## config.mk

```make
export PLATFORM = sky130hd
export DESIGN_NAME = rdu_back
export DESIGN_NICKNAME = d
export VERILOG_FILES = /design/src/rtl/core/rdu_pkg.sv /design/src/rtl/core/rdu_back.sv
export SDC_FILE = /design/constraint.sdc
export NUM_CORES = 2
export LEC_CHECK = 0
export CAP_MARGIN = 5
export CORE_MARGIN = 8
export CORE_UTILIZATION = 30
export DETAILED_ROUTE_END_ITERATION = 6
export DONT_BUFFER_PORTS = 1
export SLEW_MARGIN = 40
export SYNTH_ARGS = -nofsm -noshare
export SYNTH_HDL_FRONTEND = slang
export SYNTH_SLANG_ARGS = --single-unit
```

## constraint.sdc

```tcl
create_clock -name clk -period 7 [get_ports clk]
set_input_delay 1.05 -clock clk [delete_from_list [all_inputs] [get_ports clk]]
set_output_delay 1.05 -clock clk [all_outputs]
set_load 0.02 [all_outputs]
```

## src/rtl/core/rdu_pkg.sv

```systemverilog
`default_nettype none
package rdu_pkg;

    // Component format: signed, CW bits, FRAC fraction bits.
    localparam int CW         = 16;
    localparam int FRAC       = CW - 2;
    localparam int RATIO_W    = 16;
    localparam int INV_W      = 15;
    localparam int RATIO_FRAC = 14;

    // Derived datapath widths.
    localparam int PROD_W  = 2 * CW;
    localparam int SUM_W   = 2 * CW + 2;
    localparam int COS_W   = FRAC + 1;
    localparam int NRM_W   = CW + 1;
    localparam int T1_W    = CW + 2;
    localparam int RC_W    = FRAC + 2;
    localparam int K_W     = FRAC + 6;
    localparam int ROOT_W  = FRAC + 1;
    localparam int REM_W   = 2 * ROOT_W + 2;
    localparam int COEF_W  = FRAC + 3;
    localparam int P2_W    = COEF_W + NRM_W;
    localparam int CFG_W   = RATIO_W;

    localparam logic [RATIO_W-1:0] REFRACTION_INDEX_RESET = 16'd21791;
    localparam logic [INV_W-1:0]   INVERSE_INDEX_RESET    = 15'd12319;

    // Register indexes of the configuration port.
    typedef enum logic [0:0] {
        REG_REFRACTION_INDEX = 1'b0,
        REG_INVERSE_INDEX    = 1'b1
    } rdu_reg_t;

    typedef struct packed {
        logic signed [CW-1:0] incident_x;
        logic signed [CW-1:0] incident_y;
        logic signed [CW-1:0] incident_z;
        logic signed [CW-1:0] normal_x;
        logic signed [CW-1:0] normal_y;
        logic signed [CW-1:0] normal_z;
    } rdu_in_t;

    typedef struct packed {
        logic                 refracted;
        logic signed [CW-1:0] out_x;
        logic signed [CW-1:0] out_y;
        logic signed [CW-1:0] out_z;
    } rdu_out_t;

    // Values that ride alongside the square root pipeline.
    typedef struct packed {
        logic                          tir;
        logic [RC_W-1:0]               rc;
        logic [2:0][T1_W-1:0]          t1;
        logic [2:0][NRM_W-1:0]         nrm;
    } rdu_side_t;

endpackage
`default_nettype wire

```

## src/rtl/core/rdu_back.sv

```systemverilog
`default_nettype none
module rdu_back (
    input  wire logic                          clk,
    input  wire logic                          rst_n,
    input  wire logic                          en,
    input  wire logic                          in_valid,
    input  wire logic [rdu_pkg::ROOT_W-1:0]    root,
    input  wire rdu_pkg::rdu_side_t            side,
    output logic                               out_valid,
    output rdu_pkg::rdu_out_t                  out_data
);
    import rdu_pkg::*;

    localparam int S_W = P2_W + 1;
    localparam logic signed [S_W-1:0] SMAX = S_W'((64'd1 << (CW - 1)) - 64'd1);
    localparam logic signed [S_W-1:0] SMIN = -SMAX - S_W'(1);

    logic                     v1_reg, v2_reg, v3_reg;
    logic [COEF_W-1:0]        coef_reg;
    rdu_side_t                side1_reg;
    logic [2:0][P2_W-1:0]     p_reg;
    logic [2:0][T1_W-1:0]     t1_reg;
    logic                     tir_reg;
    rdu_out_t                 out_reg, out_next;

    logic signed [P2_W-1:0]   t2 [3];
    logic signed [S_W-1:0]    s  [3];
    logic [2:0][CW-1:0]       o;
    logic [2:0][P2_W-1:0]     p_next;

    // Correction products along the normal.
    always_comb
    begin
        for (int i = 0; i < 3; i++)
        begin
            p_next[i] = P2_W'($signed(coef_reg) * $signed(side1_reg.nrm[i]));
        end
    end

    // Sum, saturation and the reflection case.
    always_comb
    begin
        for (int i = 0; i < 3; i++)
        begin
            t2[i] = $signed(p_reg[i]) >>> FRAC;
            s[i]  = S_W'(t2[i]) + S_W'($signed(t1_reg[i]));
            if (s[i] > SMAX)
            begin
                o[i] = SMAX[CW-1:0];
            end
            else if (s[i] < SMIN)
            begin
                o[i] = SMIN[CW-1:0];
            end
            else
            begin
                o[i] = s[i][CW-1:0];
            end
        end
        out_next.refracted = !tir_reg;
        out_next.out_x = tir_reg ? '0 : o[0];
        out_next.out_y = tir_reg ? '0 : o[1];
        out_next.out_z = tir_reg ? '0 : o[2];
    end

    always_ff @(posedge clk or negedge rst_n)
    begin
        if (!rst_n)
        begin
            v1_reg <= 1'b0;
            v2_reg <= 1'b0;
            v3_reg <= 1'b0;
        end
        else if (en)
        begin
            v1_reg <= in_valid;
            v2_reg <= v1_reg;
            v3_reg <= v2_reg;
        end
    end

    always_ff @(posedge clk)
    begin
        if (en)
        begin
            coef_reg  <= COEF_W'({1'b0, side.rc}) - COEF_W'(root);
            side1_reg <= side;
            p_reg     <= p_next;
            t1_reg    <= side1_reg.t1;
            tir_reg   <= side1_reg.tir;
            out_reg   <= out_next;
        end
    end

    assign out_valid = v3_reg;
    assign out_data  = out_reg;

endmodule
`default_nettype wire

```

==> impl_metrics.env <==
export IMPL_largest_reg_flops=106
export IMPL_period_share_pct=95.79
export IMPL_core_area_mm2=0.1452
export IMPL_avgRoutedWirePerCell_um=17.26
export IMPL_dr_pass1_iters=5
export IMPL_max_slew_margin_pct=1.111
export IMPL_cts_sinks=290
export IMPL_r2r_end="p_reg[33]"
export IMPL_cts_clk_slew_worst_paths_ps=60
export IMPL_report_final_slew_viol_count=0
export IMPL_r2r_worst_path_cells=24
export IMPL_syn_inst=4190
export IMPL_clock_path_buffers=3
export IMPL_dp_hpwl_um=85420
export IMPL_cts_root_buf="clkbuf_16"
export IMPL_insertion_delay_ps=610
export IMPL_hold_path_class="input port to async pin"
export IMPL_synth_avg_cell_area_um2=10.45
export IMPL_grtUsageTotal_pct=13.63
export IMPL_tightestPinTransition_ps=1483
export IMPL_io_pins=191
export IMPL_finalHoldViolations=0
export IMPL_path_max_fanout=23
export IMPL_h_tree_depth=2
export IMPL_drive_gt1_share_pct=5.855
export IMPL_ant_nets=0
export IMPL_start_util_pct=30.16
export IMPL_period_minus_slack_ps=6706
export IMPL_vias_per_cell=4.531
export IMPL_grt_pass1_vias=30660
export IMPL_holdWs_ps=145.6
export IMPL_async_flop_share_pct=1.034
export IMPL_startpoint="coef_reg[11]"
export IMPL_cp_end_kind="register"
export IMPL_fmax_mhz=149.1
export IMPL_synth_warnings=0
export IMPL_drc=0
export IMPL_yosysSeqAreaShare_pct=19.85
export IMPL_die_height_um=398.1
export IMPL_area_growth_syn_to_layout_pct=10.01
export IMPL_cts_buffers=38
export IMPL_wl_um=106500
export IMPL_crit_path_end="p_reg[33]"
export IMPL_synth_distinct_cells=73
export IMPL_timing_rr_start="coef_reg[11]"
export IMPL_grt_max_degree=291
export IMPL_die_w_um=398.1
export IMPL_place_congestion=0.8247
export IMPL_ys_dominant_reg_cell="edfxtp_1"
export IMPL_vias=27940
export IMPL_synth_edf_count=287
export IMPL_reg2reg_slack_ps=290
export IMPL_critPathKind="register to register"
export IMPL_cts_tree="yes"
export IMPL_finalSetupViolCount=0
export IMPL_synthesis_nets=5538
export IMPL_synth_seq_cells=290
export IMPL_rsz0062_at_grt="true"
export IMPL_run_status="finished clean"
export IMPL_antenna_found_initial=33
export IMPL_final_nets=5554
export IMPL_max_cap_violations=0
export IMPL_rows=140
export IMPL_cp_required_ps=7330
export IMPL_clock_skew_final_ps=26.28
export IMPL_grt_pass1_wl_um=169700
export IMPL_drt_iter0_drc=1525
export IMPL_port_buffers=0
export IMPL_start_kind="register"
export IMPL_cp_data_arrival_time_ps=7030
export IMPL_overflow=0
export IMPL_fin_util_pct=33.18
export IMPL_syn_area_mm2=0.04379
export IMPL_fp_dieArea_mm2=0.1585
logic make-up after synthesis:
family / synth area share, %
adders and majority gates: 49.73
buffers and inverters: 9.714
and+or+nand+nor: 12.52
AOI/OAI and AO/OA: 5.214
DFF: 19.85
xor gates and xnor gates: 2.900
muxes: 0.07714
critical path, stage by stage, from the launching register on:
cell,delay [ps]
edfxtp_1,400
buf_4,250
buf_4,240
and2_1,170
fa_1,540
inv_1,50
fa_1,470
fa_1,510
inv_1,70
fa_1,490
fa_1,490
inv_1,50
fa_1,470
inv_1,40
ha_1,320
nand2_1,70
nor3_1,190
o21a_1,170
o31a_1,250
a41o_1,300
nand4_1,160
a21oi_1,280
nor3_1,100
nor3_1,240
xnor2_1,90
synth_stat cells (4+ instances only):
| library cell | count | share of area, % |
|---|---|---|
| nor4_1 | 7 | 0.10 |
| o21ai_1 | 25 | 0.29 |
| a21oi_1 | 86 | 0.98 |
| nand3_1 | 24 | 0.27 |
| buf_2 | 4 | 0.046 |
| buf_6 | 4 | 0.10 |
| and3_1 | 15 | 0.21 |
| o21a_1 | 21 | 0.36 |
| a211oi_1 | 13 | 0.22 |
| a31oi_1 | 5 | 0.071 |
| nor2_1 | 99 | 0.85 |
| o21ai_2 | 5 | 0.10 |
| clkbuf_1 | 145 | 1.2 |
| nand4_1 | 12 | 0.17 |
| inv_1 | 970 | 8.3 |
| a211o_1 | 5 | 0.10 |
| a41oi_1 | 5 | 0.10 |
| or2_2 | 5 | 0.071 |
| nand2b_1 | 21 | 0.30 |
| and2_1 | 427 | 6.1 |
| nand2_1 | 427 | 3.7 |
| xnor2_1 | 99 | 2.0 |
| nor2b_1 | 16 | 0.23 |
| o31ai_1 | 5 | 0.086 |
| o22ai_1 | 5 | 0.071 |
| edfxtp_1 | 287 | 20 |
| a21oi_2 | 18 | 0.36 |
| o21bai_1 | 13 | 0.22 |
| nor3_1 | 25 | 0.29 |
| fa_1 | 889 | 41 |
| o21ai_0 | 34 | 0.39 |
| xor2_1 | 46 | 0.92 |
| ha_1 | 318 | 9.1 |
| a31o_2 | 4 | 0.080 |
| a21o_1 | 48 | 0.82 |
per-layer routing:
layer  routed length [um]  vias up  track usage, %
li1                     -    12760               -
met1                44240    14390           17.03
met2                52580      598           23.51
met3                 5816      179           2.671
met4                 3695       18           4.771
met5                  122        -               0
worst min-delay path by stage:
stage               slack [ps]           start          to
finish                     150           rst_n      v2_reg
global route               100           rst_n      v2_reg
CTS                         90           rst_n      v2_reg
detailed placement         400  side1_reg[102]  t1_reg[51]
global placement           400  side1_reg[103]  t1_reg[52]
floorplan                  400   side1_reg[51]   t1_reg[0]
area by class of cell:
cell class / instances / area, um2
clock inverters: 26 / 271.5
fillers: 14540 / 97040
flip-flops and latches: 290 / 8693
multi-input cells: 2776 / 30860
inverters: 970 / 3641
repair buffers: 130 / 1276
diodes: 14 / 35.03
clock buffers: 44 / 994.7
well taps: 1917 / 2399
through the flow:
step / area, um2 / cells / setup WS (ps) / TNS [ps]
final: 48180 / 6167 / 294.5 / 0
after global routing: 48150 / 6159 / -4.714 / -4.714
after CTS: 47940 / 6139 / 133.3 / 0
after detailed placement: 46680 / 6069 / 150.9 / 0
after global placement: 46650 / 6066 / 175.8 / 0
after floorplan: 43790 / 4190 / 682.9 / 0
timing repair:
item,4_1_cts,5_1_grt
resized for setup,0,2
buffers inserted,0,14
endpoints found under the setup margin,0,6
hold buffers,0,0
cell usage in the layout, fill, tap and decap left out, drive strengths merged, types with 15 or more instances in the layout:
master	instances
inv	979
nor3	25
nand2b	21
xnor2	99
buf	130
ha	318
a21oi	105
and2	427
nor2b	16
clkbuf	44
nand3	24
edfxtp	287
and3	15
nand2	427
a21o	48
xor2	46
nor2	99
o21ai	65
fa	889
o21a	21
Power is not shown: default switching activity piles up to over one toggle a cycle in this logic, so the estimate is an artifact.
