File: src/rtl/core/rdu_pkg.sv
`default_nettype none
package rdu_pkg;

    // Component format: signed, CW bits, FRAC fraction bits.
    localparam int CW         = 16;
    localparam int FRAC       = CW - 2;
    localparam int RATIO_W    = 16;
    localparam int INV_W      = 15;
    localparam int RATIO_FRAC = 14;

    // Derived datapath widths.
    localparam int PROD_W  = 2 * CW;
    localparam int SUM_W   = 2 * CW + 2;
    localparam int COS_W   = FRAC + 1;
    localparam int NRM_W   = CW + 1;
    localparam int T1_W    = CW + 2;
    localparam int RC_W    = FRAC + 2;
    localparam int K_W     = FRAC + 6;
    localparam int ROOT_W  = FRAC + 1;
    localparam int REM_W   = 2 * ROOT_W + 2;
    localparam int COEF_W  = FRAC + 3;
    localparam int P2_W    = COEF_W + NRM_W;
    localparam int CFG_W   = RATIO_W;

    localparam logic [RATIO_W-1:0] REFRACTION_INDEX_RESET = 16'd21791;
    localparam logic [INV_W-1:0]   INVERSE_INDEX_RESET    = 15'd12319;

    // Register indexes of the configuration port.
    typedef enum logic [0:0] {
        REG_REFRACTION_INDEX = 1'b0,
        REG_INVERSE_INDEX    = 1'b1
    } rdu_reg_t;

    typedef struct packed {
        logic signed [CW-1:0] incident_x;
        logic signed [CW-1:0] incident_y;
        logic signed [CW-1:0] incident_z;
        logic signed [CW-1:0] normal_x;
        logic signed [CW-1:0] normal_y;
        logic signed [CW-1:0] normal_z;
    } rdu_in_t;

    typedef struct packed {
        logic                 refracted;
        logic signed [CW-1:0] out_x;
        logic signed [CW-1:0] out_y;
        logic signed [CW-1:0] out_z;
    } rdu_out_t;

    // Values that ride alongside the square root pipeline.
    typedef struct packed {
        logic                          tir;
        logic [RC_W-1:0]               rc;
        logic [2:0][T1_W-1:0]          t1;
        logic [2:0][NRM_W-1:0]         nrm;
    } rdu_side_t;

endpackage
`default_nettype wire

File: src/rtl/core/rdu_sqrt_stage.sv
`default_nettype none
module rdu_sqrt_stage #(
    parameter int J = 0
) (
    input  wire logic                          clk,
    input  wire logic                          rst_n,
    input  wire logic                          en,
    input  wire logic                          in_valid,
    input  wire logic [rdu_pkg::REM_W-1:0]     in_rem,
    input  wire logic [rdu_pkg::ROOT_W-1:0]    in_root,
    input  wire rdu_pkg::rdu_side_t            in_side,
    output logic                               out_valid,
    output logic [rdu_pkg::REM_W-1:0]          out_rem,
    output logic [rdu_pkg::ROOT_W-1:0]         out_root,
    output rdu_pkg::rdu_side_t                 out_side
);
    import rdu_pkg::*;

    logic              valid_reg;
    logic [REM_W-1:0]  rem_reg, rem_next, trial;
    logic [ROOT_W-1:0] root_reg, root_next;

    // One result bit: try setting bit J of the root against the remainder.
    always_comb
    begin
        trial = (REM_W'(in_root) << (J + 1)) + (REM_W'(1) << (2 * J));
        if (in_rem >= trial)
        begin
            rem_next  = in_rem - trial;
            root_next = in_root | (ROOT_W'(1) << J);
        end
        else
        begin
            rem_next  = in_rem;
            root_next = in_root;
        end
    end

    always_ff @(posedge clk or negedge rst_n)
    begin
        if (!rst_n)
        begin
            valid_reg <= 1'b0;
        end
        else if (en)
        begin
            valid_reg <= in_valid;
        end
    end

    always_ff @(posedge clk)
    begin
        if (en)
        begin
            rem_reg  <= rem_next;
            root_reg <= root_next;
            out_side <= in_side;
        end
    end

    assign out_valid = valid_reg;
    assign out_rem   = rem_reg;
    assign out_root  = root_reg;

endmodule
`default_nettype wire

File: config.mk
export PLATFORM = sky130hd
export DESIGN_NAME = rdu_sqrt_stage
export DESIGN_NICKNAME = d
export VERILOG_FILES = /design/src/rtl/core/rdu_pkg.sv /design/src/rtl/core/rdu_sqrt_stage.sv
export SDC_FILE = /design/constraint.sdc
export NUM_CORES = 1
export LEC_CHECK = 0
export BUFFER_PORTS_ARGS = -buffer_cell sky130_fd_sc_hd__buf_4
export CAP_MARGIN = 20
export CORE_AREA = 2 2 132 134
export DETAILED_ROUTE_END_ITERATION = 16
export DIE_AREA = 0 0 134 136
export GPL_TIMING_DRIVEN = 0
export HOLD_SLACK_MARGIN = 0.12
export PLACE_DENSITY_LB_ADDON = 0.15
export SKIP_LAST_GASP = 1
export SYNTH_ARGS = -nofsm -noshare
export SYNTH_HDL_FRONTEND = slang
export SYNTH_SLANG_ARGS = --single-unit
export TNS_END_PERCENT = 50
File: constraint.sdc
create_clock -name clk -period 1.9 [get_ports clk]
set_input_delay 0 -clock clk [delete_from_list [all_inputs] [get_ports clk]]
set_output_delay 0 -clock clk [all_outputs]
set_load 0.005 [all_outputs]
==> flow_metrics.env, run 1 <==
export IMPL_max_freq_mhz=522
export IMPL_final_max_slew_viol_count=0
export IMPL_die_area_um2=18200
export IMPL_slew_limit_headroom_pct=59.9
export IMPL_synth_ff_type="edfxtp_1"
export IMPL_timing_rr_start="out_valid"
export IMPL_finalSetupViolations=1
export IMPL_synth_area_um2=6590
export IMPL_wl_per_cell_um=19.4
export IMPL_netlist_area_leader_share_pct=77.0
export IMPL_maxCapViolCount=0
export IMPL_power_total_mw=9.77
export IMPL_worst_ep_required_time_ns=2.07
export IMPL_die_y_um=136
export IMPL_ys_types=43
export IMPL_pre_cts_slack_ns=-0.545
export IMPL_fin_ws_ns=-0.0147
export IMPL_fp_coreArea_um2=16900
export IMPL_place_hpwl_um=14700
export IMPL_finalNetCount=1141
export IMPL_overflow=0
export IMPL_seqPwrFrac_pct=47.2
export IMPL_p_per_area_nw_per_um2=804
export IMPL_synth_area_leader_cell="edfxtp_1"
export IMPL_wl_um=23000
export IMPL_critPathArrivalTime_ns=2.09
export IMPL_rows=48
export IMPL_antenna_found_initial=0
export IMPL_violations="hold timing, setup timing"
export IMPL_avgSynthCellArea_um2=16.5
export IMPL_cts_sinks=170
export IMPL_cts_root_buf="clkbuf_16"
export IMPL_crit_start="in_rem[21]"
export IMPL_total_leakage_power_nw=5.15
export IMPL_startpoint_type="input pin"
export IMPL_grt_max_degree=110
export IMPL_netSwitchingPower_mw=2.45
export IMPL_grt_use_total_pct=24.5
export IMPL_antenna_left=0
export IMPL_synth_edff_count=169
export IMPL_worst_slew_pin_slew_ns=0.601
export IMPL_critPathKind="input pin to flip-flop"
export IMPL_cp_end_kind="flip-flop"
export IMPL_fin_skew_ns=0
export IMPL_io_buffers=341
export IMPL_syn_num_nets=589
export IMPL_grt_pass1_wl_um=33400
export IMPL_diodes=0
export IMPL_period_needed_ns=1.91
export IMPL_die_w_um=134
export IMPL_yosys_top_cells_area="edfxtp_1 77%, ha_1 3.0%, xor2_1 2.1%"
export IMPL_initial_core_util_pct=39.1
export IMPL_yosys_warnings=0
export IMPL_fin_crit_sh_pct=101
export IMPL_rsz0062_at_grt="true"
export IMPL_route_vias_total=5721
export IMPL_intPower_mw=7.32
export IMPL_gp_congestion=0.884
export IMPL_fin_area_um2=12200
export IMPL_cts_tree="done"
export IMPL_async_flop_share_pct=0.588
export IMPL_syn_inst=399
export IMPL_cts_max_path_buffers=2
export IMPL_grt_pass1_vias=5891
export IMPL_fin_tns_setup_ns=-0.0147
export IMPL_io_pins=343
export IMPL_clkPwrFrac_pct=34.5
export IMPL_synth_seq_cells=170
export IMPL_numCtsBuffers=17
export IMPL_clock_latency_ns=0.42
export IMPL_cts_htree_levels=4
export IMPL_first_iter_violations=341
export IMPL_outcome="complete, but fails checks"
export IMPL_post_route_cells_drive_above_1_share_pct=43.3
export IMPL_dr_pass1_iters=5
export IMPL_ys_seq_area_share_pct=77.4
export IMPL_cp_max_fo=5
export IMPL_placed_area_um2=9540
export IMPL_whs_ns=-0.0992
export IMPL_path_clk_slew_ns=0.07
export IMPL_syn_to_final_growth_pct=84.5
export IMPL_vias_per_cell=4.81
export IMPL_hold_viol=1
export IMPL_hold_class="input pin to flip-flop"
export IMPL_peakVddDrop_mv=0.629
export IMPL_hold_start="in_rem[1]"
export IMPL_route_detailed_drc=0
export IMPL_combPwrFrac_pct=18.3
export IMPL_switching_share_pct=25.1
## registers in the layout, summed over array words and instances (netlist names)
register / cells
out_valid: 1
out_root: 15
out_rem: 32
out_side: 122
## kinds of logic after synthesis
family / synth area share, %
flops: 77.4
simple gates: 7.31
compound gates: 6.07
buf+inv: 1.71
xor+xnor: 3.85
fa+ha+maj: 3.34
mux: 0.342
## cell usage in the layout, fill, tap and decap left out, types with 5 or more instances in the layout
master         synthesis  routed
inv_1                 18      17
xor2_1                16      16
xnor2_1               13      13
nand3_1                9       8
dlygate4sd3_1          0     180
ha_1                  16      13
buf_4                  0     352
nand2_1               18      18
clkbuf_16              0      17
nor2_1                29      27
a21oi_1               27      25
edfxtp_1             169     169
a21o_1                 7       7
nor4_1                 6       5
nand4_1                5       5
## through the flow
step,cells,util (%)
detailed placement,966,56.5
global placement,965,56.3
global route,1189,72.1
floorplan,399,-
finish,1189,72.1
CTS,1166,70.2
## synthesized netlist by cell type, drive strengths merged, types with 2 or more instances
cell / instances
xnor2: 13
nand4: 6
inv: 18
o21a: 2
nand4b: 2
mux2: 2
nor4b: 3
and3: 3
nor3: 4
a21o: 7
o21ai: 7
nor2b: 2
nand3: 9
nor4: 6
ha: 16
xor2: 16
a31oi: 4
nand2: 18
edfxtp: 169
o211ai: 4
clkbuf: 12
nor2: 29
o21bai: 2
nand2b: 2
a21oi: 27
a221oi: 3
a211oi: 2
## power groups by stage
stage | Combinational (mW) | Sequential [mW] | Clock [mW]
2_1_floorplan | 0.351 | 4.72 | 0
3_3_place_gp | 1.36 | 4.67 | 0
3_5_place_dp | 1.38 | 4.68 | 0
4_1_cts | 1.68 | 4.60 | 3.41
5_1_grt | 1.91 | 4.64 | 3.58
6_report | 1.79 | 4.61 | 3.38
## final cells by class
type                       count  area (um^2)
buffer                         8         65.1
timing repair buffer         536         4510
fill                        1099         4720
clock buffer                  17          425
inverter                      18         67.6
sequential                   170         5100
clock inverter                15          159
multi-input combinational    200         1550
tap                          225          282
## worst paths after layout
path | to | slack [ns] | depth (start not counted)
min reg2reg | out_valid | 0.51 | 1
max reg2reg | out_valid | 1.16 | 1
max in group asynchronous | out_valid | 1.35 | 3
min | out_rem[1] | -0.1 | 2
min in group asynchronous | out_valid | 0.45 | 3
max | out_rem[26] | -0.01 | 8
## repair_timing
item	in CTS	in global routing
pin swaps	1	15
hold buffers	170	11
hold endpoints to repair	231	9
cloned	0	1
setup buffers	0	14
gates resized for setup	4	29
setup endpoints to repair	17	29
## critical path, cell delays in order
cell,delay (ns)
buf_8,0.09
or4_4,0.56
nor4b_4,0.27
nor4b_4,0.42
nand4_4,0.18
and3_4,0.23
and4_1,0.18
xor2_1,0.15
## layer usage
metal | global-route usage (%) | wire (um)
met2 | 44.9 | 12300
met4 | 11.0 | 932
met3 | 6.23 | 1590
met5 | 0 | 0
met1 | 26.8 | 8190
Power figures use the tool's default switching activity.
==> inputs of run 2 (changes only) <==
--- a/config.mk
+++ b/config.mk
@@ -5,11 +5,11 @@
 export SDC_FILE = /design/constraint.sdc
 export NUM_CORES = 1
 export LEC_CHECK = 0
-export BUFFER_PORTS_ARGS = -buffer_cell sky130_fd_sc_hd__buf_4
 export CAP_MARGIN = 20
 export CORE_AREA = 2 2 132 134
 export DETAILED_ROUTE_END_ITERATION = 16
 export DIE_AREA = 0 0 134 136
+export DONT_BUFFER_PORTS = 1
 export GPL_TIMING_DRIVEN = 0
 export HOLD_SLACK_MARGIN = 0.12
 export PLACE_DENSITY_LB_ADDON = 0.15
==> constraint.sdc (replaced) <==
create_clock -name clk -period 1.9 [get_ports clk]
set_input_delay 0 -clock clk [delete_from_list [all_inputs] [get_ports clk]]
set_output_delay 0 -clock clk [all_outputs]
set_load 0.02 [all_outputs]
==> flow_metrics.env, run 2 <==
export IMPL_gp_congestion=0.806
export IMPL_io_pins=343
export IMPL_netlist_area_leader_share_pct=77.0
export IMPL_cts_htree_levels=4
export IMPL_initial_core_util_pct=39.1
export IMPL_synth_top_cells_by_count="169 x edfxtp_1, 29 x nor2_1, 27 x a21oi_1"
export IMPL_die_y_um=136
export IMPL_outcome="stopped before the end"
export IMPL_rows=48
export IMPL_synth_ff_type="edfxtp_1"
export IMPL_cts_max_path_buffers=2
export IMPL_async_flop_share_pct=0.588
export IMPL_syn_inst=399
export IMPL_failing_step="4_1_cts"
export IMPL_syn_num_nets=589
export IMPL_cts_resized=1
export IMPL_synth_area_um2=6590
export IMPL_die_w_um=134
export IMPL_yosys_warnings=0
export IMPL_numCtsBuffers=17
export IMPL_ys_types=43
export IMPL_io_buffers=0
export IMPL_error="[ERROR RSZ-0060] Max buffer count reached."
export IMPL_synth_area_leader_cell="edfxtp_1"
export IMPL_cts_root_buf="clkbuf_16"
export IMPL_ys_seq_area_share_pct=77.4
export IMPL_place_hpwl_um=12600
export IMPL_cts_sinks=170
export IMPL_yosys_top_cells_area="edfxtp_1 77%, ha_1 3.0%, xor2_1 2.1%"
export IMPL_placed_area_um2=6950
export IMPL_synth_edff_count=169
export IMPL_avgSynthCellArea_um2=16.5
export IMPL_yosysMostFrequentCell="edfxtp_1"
export IMPL_post_cts_buffers=0
export IMPL_cts_hold_buf=131
export IMPL_synth_seq_cells=170
-- run 2: cell counts after synthesis --
No cell type changed its count.
-- run 2: kinds of logic after synthesis --
kind of cell	synth area share [%]
xor gates and xnor gates	3.85
AOI/OAI and AO/OA	6.07
muxes	0.342
adders and majority gates	3.34
and+or+nand+nor	7.31
DFF	77.4
buffers and inverters	1.71
-- run 2: per-stage QoR --
stage	worst slack, ns	instances	util, %	setup TNS, ns
3_5_place_dp	-0.526	624	41.2	-12.61
3_3_place_gp	-0.500	624	41.2	-12.00
2_1_floorplan	-0.194	399	-	-0.796
==> inputs of run 3 (changes only) <==
--- a/config.mk
+++ b/config.mk
@@ -6,12 +6,10 @@
 export NUM_CORES = 1
 export LEC_CHECK = 0
 export CAP_MARGIN = 20
-export CORE_AREA = 2 2 132 134
+export CORE_UTILIZATION = 25
 export DETAILED_ROUTE_END_ITERATION = 16
-export DIE_AREA = 0 0 134 136
 export DONT_BUFFER_PORTS = 1
 export GPL_TIMING_DRIVEN = 0
-export HOLD_SLACK_MARGIN = 0.12
 export PLACE_DENSITY_LB_ADDON = 0.15
 export SKIP_LAST_GASP = 1
 export SYNTH_ARGS = -nofsm -noshare
==> flow_metrics.env, run 3 <==
export IMPL_outcome="stopped before the end"
export IMPL_failing_step="4_1_cts"
export IMPL_error="[ERROR RSZ-0060] Max buffer count reached."
export IMPL_place_hpwl_um=13300
export IMPL_async_flop_share_pct=0.588
export IMPL_synth_ff_type="edfxtp_1"
export IMPL_synth_area_um2=6590
export IMPL_synth_top_cells_by_count="169 x edfxtp_1, 29 x nor2_1, 27 x a21oi_1"
export IMPL_die_w_um=164
export IMPL_cts_hold_buf=154
export IMPL_synth_xor_xnor_area_share_pct=3.85
export IMPL_avgSynthCellArea_um2=16.5
export IMPL_cts_sinks=170
export IMPL_die_y_um=164
export IMPL_synthAdderAreaFrac_pct=3.34
export IMPL_yosys_top_cells_area="edfxtp_1 77%, ha_1 3.0%, xor2_1 2.1%"
export IMPL_ys_seq_area_share_pct=77.4
export IMPL_cts_resized=1
export IMPL_gp_congestion=0.742
export IMPL_yosysMostFrequentCell="edfxtp_1"
export IMPL_numCtsBuffers=17
export IMPL_post_cts_buffers=0
export IMPL_rows=59
export IMPL_synthMuxAreaShare_pct=0.342
export IMPL_cts_htree_levels=4
export IMPL_synth_top_family_by_area="simple AND/OR/NAND/NOR gates"
export IMPL_yosys_warnings=0
export IMPL_ys_types=43
export IMPL_netlist_area_leader_share_pct=77.0
export IMPL_syn_inst=399
export IMPL_synth_area_leader_cell="edfxtp_1"
export IMPL_yosys_area_share_simple_pct=7.31
export IMPL_cts_max_path_buffers=2
export IMPL_initial_core_util_pct=25.4
export IMPL_io_buffers=0
export IMPL_synth_compound_area_share_pct=6.07
export IMPL_synth_seq_cells=170
export IMPL_io_pins=343
export IMPL_cts_root_buf="clkbuf_16"
export IMPL_syn_num_nets=589
export IMPL_synth_edff_count=169
-- run 3: through the flow --
| stage | setup slack [ns] | hold WS (ns) | std cells | instance area (um^2) |
|---|---|---|---|---|
| detailed placement | -0.686 | -0.296 | 734 | 7080 |
| global placement | -0.703 | -0.296 | 734 | 7080 |
| floorplan | -0.194 | -0.296 | 399 | 6670 |
-- run 3: kinds of logic after synthesis --
logic type                 count (synthesis)
and+or+nand+nor                           87
xor gates and xnor gates                  29
buffers and inverters                     30
adders and majority gates                 17
AOI/OAI and AO/OA                         64
DFF                                      170
muxes                                      2
